### config.mk
export PLATFORM = sky130hd
export DESIGN_NAME = cbre_seg_unit
export DESIGN_NICKNAME = d
export VERILOG_FILES = /design/src/rtl/core/cbre_pkg.sv /design/src/rtl/core/cbre_seg_unit.sv
export SDC_FILE = /design/constraint.sdc
export NUM_CORES = 1
export LEC_CHECK = 0
export ABC_AREA = 1
export ABC_CLOCK_PERIOD_IN_PS = 5300
export BUFFER_PORTS_ARGS = -buffer_cell sky130_fd_sc_hd__buf_2
export CAP_MARGIN = 0
export CORE_MARGIN = 5
export CORE_UTILIZATION = 51
export DETAILED_ROUTE_END_ITERATION = 16
export PLACE_DENSITY = 0.86
export SYNTH_ARGS = -nofsm -noshare
export SYNTH_HDL_FRONTEND = slang
export SYNTH_SLANG_ARGS = --single-unit
### constraint.sdc
create_clock -name vclk -period 5.3
set_input_delay 1.06 -clock vclk [all_inputs]
set_output_delay 1.06 -clock vclk [all_outputs]
set_load 0.1 [all_outputs]
### src/rtl/core/cbre_pkg.sv
// ----------------------------------------------------------------------------
// cbre_pkg
// shared types and codes of the collision bitmap rectangle engine
// ----------------------------------------------------------------------------
package cbre_pkg;

  // width of coordinates, sizes and window registers
  localparam int DIM_W = 8;
  // width of the configuration write data
  localparam int CFG_W = 8;

  // action codes carried by an item
  typedef enum logic [1:0] {
    ACT_SET   = 2'd0,
    ACT_CLEAR = 2'd1,
    ACT_TEST  = 2'd2,
    ACT_NONE  = 2'd3
  } action_e;

  // configuration register indexes
  typedef logic [0:0] cfg_idx_t;
  localparam cfg_idx_t REG_MASK_WIDTH  = 1'b0;
  localparam cfg_idx_t REG_MASK_HEIGHT = 1'b1;

  // window registers after reset
  localparam logic [DIM_W-1:0] MASK_WIDTH_RST  = 8'd128;
  localparam logic [DIM_W-1:0] MASK_HEIGHT_RST = 8'd128;

  // sequencer states, one-hot
  typedef enum logic [7:0] {
    S_CLR   = 8'b0000_0001,
    S_IDLE  = 8'b0000_0010,
    S_SETUP = 8'b0000_0100,
    S_ROW   = 8'b0000_1000,
    S_ROW2  = 8'b0001_0000,
    S_TRD   = 8'b0010_0000,
    S_TBIT  = 8'b0100_0000,
    S_DONE  = 8'b1000_0000
  } state_e;

endpackage

### src/rtl/core/cbre_seg_unit.sv
// ----------------------------------------------------------------------------
// cbre_seg_unit
// maps one row span of linear cell addresses onto store words and bit masks
// ----------------------------------------------------------------------------
module cbre_seg_unit #(
  parameter int OFF_W   = 7,
  parameter int WADDR_W = 7
) (
  input  logic [OFF_W+WADDR_W-1:0]   base_i,
  input  logic [cbre_pkg::DIM_W-1:0] x_lo_i,
  input  logic [cbre_pkg::DIM_W-1:0] x_hi_i,
  output logic [WADDR_W-1:0]         first_addr_o,
  output logic [WADDR_W-1:0]         last_addr_o,
  output logic [(1<<OFF_W)-1:0]      first_mask_o,
  output logic [(1<<OFF_W)-1:0]      last_mask_o,
  output logic                       split_o,
  output logic [OFF_W-1:0]           bit_off_o
);

  localparam int AW     = OFF_W + WADDR_W;
  localparam int WORD_W = 1 << OFF_W;

  logic [AW-1:0]     start_a;
  logic [AW-1:0]     end_a;
  logic [OFF_W-1:0]  end_off;
  logic [WORD_W-1:0] lo_mask;
  logic [WORD_W-1:0] hi_mask;

  // first cell and last cell (inclusive) of the span
  assign start_a = base_i + AW'(x_lo_i);
  assign end_a   = base_i + AW'(x_hi_i) - AW'(1);

  assign bit_off_o    = start_a[OFF_W-1:0];
  assign end_off      = end_a[OFF_W-1:0];
  assign first_addr_o = start_a[AW-1:OFF_W];
  assign last_addr_o  = end_a[AW-1:OFF_W];

  // a span is never longer than a word, so it touches at most two words
  assign split_o = (first_addr_o != last_addr_o);

  assign lo_mask = {WORD_W{1'b1}} << bit_off_o;
  assign hi_mask = {WORD_W{1'b1}} >> (OFF_W'(WORD_W - 1) - end_off);

  assign first_mask_o = split_o ? lo_mask : (lo_mask & hi_mask);
  assign last_mask_o  = hi_mask;

endmodule
==> metrics.txt, run 1 <==
sequential-to-total area share from yosys stat=0; aggregate global routing overflow=91; syn_nets=1688; GRT Total Usage=0.793; Failed at=5_1_grt; die width=128 um; mapped cell area=7060 um2; error msg=[ERROR GRT-0116] Global routing finished with congestion. Check the congestion regions in the DRC Viewer.; io pins=308; DP Wirelength=39000 um; Syn Area/Cell=4.35 um2; Warnings, synthesis=0; synth unique cells=30; vias in the first global route=16.4k; GP Congestion=1.18; status=stopped before the end; Chip Height=128 um; IO Port Bufs=307; largest net degree at the start of global routing=66; Syn Inst Count=1624; first-pass GRT wire length=100000 um; Initial Util=0.515; std cell rows=43
-- cells by family after synthesis --
kind of cell               count (synthesis)  synth area share
AOI/OAI and AO/OA                        127            0.0916
xor gates and xnor gates                  12            0.0181
adders and majority gates                 34            0.0623
buffers and inverters                    428             0.242
other                                      1          0.000531
and+or+nand+nor                         1022             0.585
-- layer usage --
layer,global-route usage,GRT overflow
met4,0.856,34
met5,0.226,1
met1,0.762,1
met2,0.955,54
met3,0.660,1
-- metrics by stage --
| stage | cells | instance area, um2 | worst slack (ns) | hold slack [ns] | setup TNS, ns |
|---|---|---|---|---|---|
| 4_1_cts | 2083 | 13400 | 0.000262 | 2.69 | 0 |
| 3_5_place_dp | 2073 | 13100 | -0.324 | 2.68 | -25.61 |
| 3_3_place_gp | 2073 | 13100 | 0.0158 | 2.67 | 0 |
| 2_1_floorplan | 1624 | 7620 | -0.105 | 2.32 | -0.296 |
-- synth_stat cells, drive strengths merged --
cell    number  area [um2]
a21boi       1        7.51
a21oi       68         340
a31oi        5        31.3
buf         59         327
clkbuf      30         113
clkinv       3        11.3
conb         1        3.75
fa           2        40.0
ha          32         400
inv        336        1260
nand2      612        2300
nand3      191         956
nand3b       1        7.51
nand4       10        62.6
nor2       194         731
nor3        12        60.1
o21ai       52         260
o21bai       1        7.51
or2          2        12.5
xnor2        6        67.6
xor2         6        60.1
-- repair_timing --
action                     in CTS
setup buffers                   6
pin swaps                       3
hold buffers                    0
resized for setup              35
setup endpoints to repair     127
gates cloned                    4
==> inputs of run 2 (changes only) <==
--- a/config.mk
+++ b/config.mk
@@ -10,9 +10,9 @@
 export BUFFER_PORTS_ARGS = -buffer_cell sky130_fd_sc_hd__buf_2
 export CAP_MARGIN = 0
 export CORE_MARGIN = 5
-export CORE_UTILIZATION = 51
+export CORE_UTILIZATION = 40
 export DETAILED_ROUTE_END_ITERATION = 16
-export PLACE_DENSITY = 0.86
+export PLACE_DENSITY_LB_ADDON = 0.15
 export SYNTH_ARGS = -nofsm -noshare
 export SYNTH_HDL_FRONTEND = slang
 export SYNTH_SLANG_ARGS = --single-unit
==> metrics.txt, run 2 <==
IO Port Bufs=307; aggregate global routing overflow=0; P per Cell Area=667 nW/um2; kind of critical path=in2out; seq_cells=0; Setup Slack @ Placement=-0.0631 ns; switching share of power=0.708; die width=143 um; Fin Setup TNS=0 ns; Tmin final=5.19 ns; Lkg Pwr=0.00797 uW; Placed Area=13400 um2; syn_nets=1688; Crit-path slowest cell=fa_2; Layout area overhead=94.7%; Yosys top cell area share=0.324; setup slack after layout=0.112 ns; cells along the critical path=buf_2 > inv_2 > ha_1 > inv_1 > ha_4 > inv_2 > fa_2 > inv_1 > nor3_1 > nor2_1 > o21ai_0 > buf_4 > a21oi_1 > nand3_1 > nand2_1 > clkbuf_4; number of setup violations in the final report=0; Via Count=12.0k; family with the most delay on the worst path=adder cells; WP buf/inv=7; Final ANT Viol Nets=0; initial antenna violation count=1; Peak Freq=193 MHz; DP Wirelength=33000 um; Crit. End Element=primary output; Finished Layout Cells=2152; WHS Path Cells=3; Via density=5.57; Inst Count DP=2139; Synth area leader=nand2_1; Finished Cell Area=13800 um2; starting DRC count in detailed routing=1417; io pins=308; GP Congestion=1.12; commonest cells after routing, fill and taps aside=nand2_1 (525), inv_1 (328), buf_12 (258); fin util=0.795; final wirelength=41000 um; Worst Path Required=4.24 ns; P_int=2680 uW; GRT Total Usage=0.372; crit-path max FO=5; vias in the first global route=11.1k; mapped cell area=7060 um2; layout cell share with drive strength beyond 1=0.278; worst vdd ir=0.583 mV; DR WL/cell=19.0 um; core area=17300 um2; slew at the pin closest to its max-slew limit=0.903 ns; first-pass GRT wire length=60900 um; sequential-to-total area share from yosys stat=0; final hold violation count=0; max-slew violations=0; startpoint types=input pin; Chip Height=143 um; std cell rows=48; Syn Area/Cell=4.35 um2; Reg area=0 um2; Initial Util=0.408; hold crit path type=in2out; worst rel slew slack=0.391; Final Cycle Share=0.979; clkbuf count=0; Stages on worst setup path=16; worst setup path end=first_mask_o[41]; DRC=0; most common cell after layout, fill and taps aside=nand2_1; CP peak stage delay=0.57 ns; status=complete, no violations; full die area=20400 um2; top cells by count, synth=nand2_1 (609), inv_1 (331), nor2_1 (193); switching pwr=6490 uW; Gate power share=1.000; largest net degree at the start of global routing=94; Warnings, synthesis=0; maxcap violations=0; Arr. time, crit path=4.13 ns; Clock Power Share=0; crit path from=base_i[1]; Seq pwr share=0; count leader, synth=nand2_1; Synth area leaders=nand2_1 (32%), inv_1 (18%), nand3_1 (14%); synth unique cells=30; Syn Inst Count=1624; Final nets=1992; DR pass1 iterations=6
run 2: cell counts after synthesis:
No cell type changed its count.
run 2: layout make-up:
type	count	area [um2]
Antenna cell	1	2.50
Fill cell	1288	3540
Inverter	339	1280
Multi-Input combinational cell	1196	6040
Tap cell	225	282
Timing Repair Buffer	391	6150
run 2: kinds of logic (layout without fill, tap and decap cells):
group	Yosys count	in the layout	share of synthesized area
other	1	2	0.000531
and+or+nand+nor	1022	1022	0.585
AOI/OAI and AO/OA	127	127	0.0916
xor gates and xnor gates	12	12	0.0181
buffers and inverters	428	730	0.242
adders and majority gates	34	34	0.0623
run 2: timing repair:
action	CTS	global route
pin swaps	2	4
gates resized for setup	7	37
gates cloned	2	2
hold buffers	0	0
setup buffers	6	2
setup endpoints to repair	37	143
run 2: through the flow:
step	total power (uW)	hold WS (ns)
floorplan	5780	2.32
global placement	8950	2.69
detailed placement	9010	2.71
CTS	9050	2.71
global route	9430	2.73
finish	9170	2.71
run 2: power groups by stage:
stage	Clock, uW	Sequential, uW	Combinational (uW)
2_1_floorplan	0	0	5780
3_3_place_gp	0	0	8950
3_5_place_dp	0	0	9010
4_1_cts	0	0	9050
5_1_grt	0	0	9430
6_report	0.0000865	0	9170
run 2: worst min-delay path by stage:
stage / start / end / slack [ns]
final: base_i[8] / first_addr_o[1] / 2.71
after global routing: base_i[12] / first_addr_o[5] / 2.73
after CTS: base_i[12] / first_addr_o[5] / 2.71
after detailed placement: base_i[12] / first_addr_o[5] / 2.71
after global placement: base_i[13] / first_addr_o[6] / 2.69
after floorplan: base_i[8] / first_addr_o[1] / 2.32
run 2: per-layer routing:
metal	part of all wire	track usage	vias to the layer above
met5	0	0	-
met4	0.071	0.193	0
met3	0.13	0.107	211
met2	0.45	0.619	929
met1	0.34	0.433	5367
li1	-	-	5471
Power figures use the tool's default switching activity.
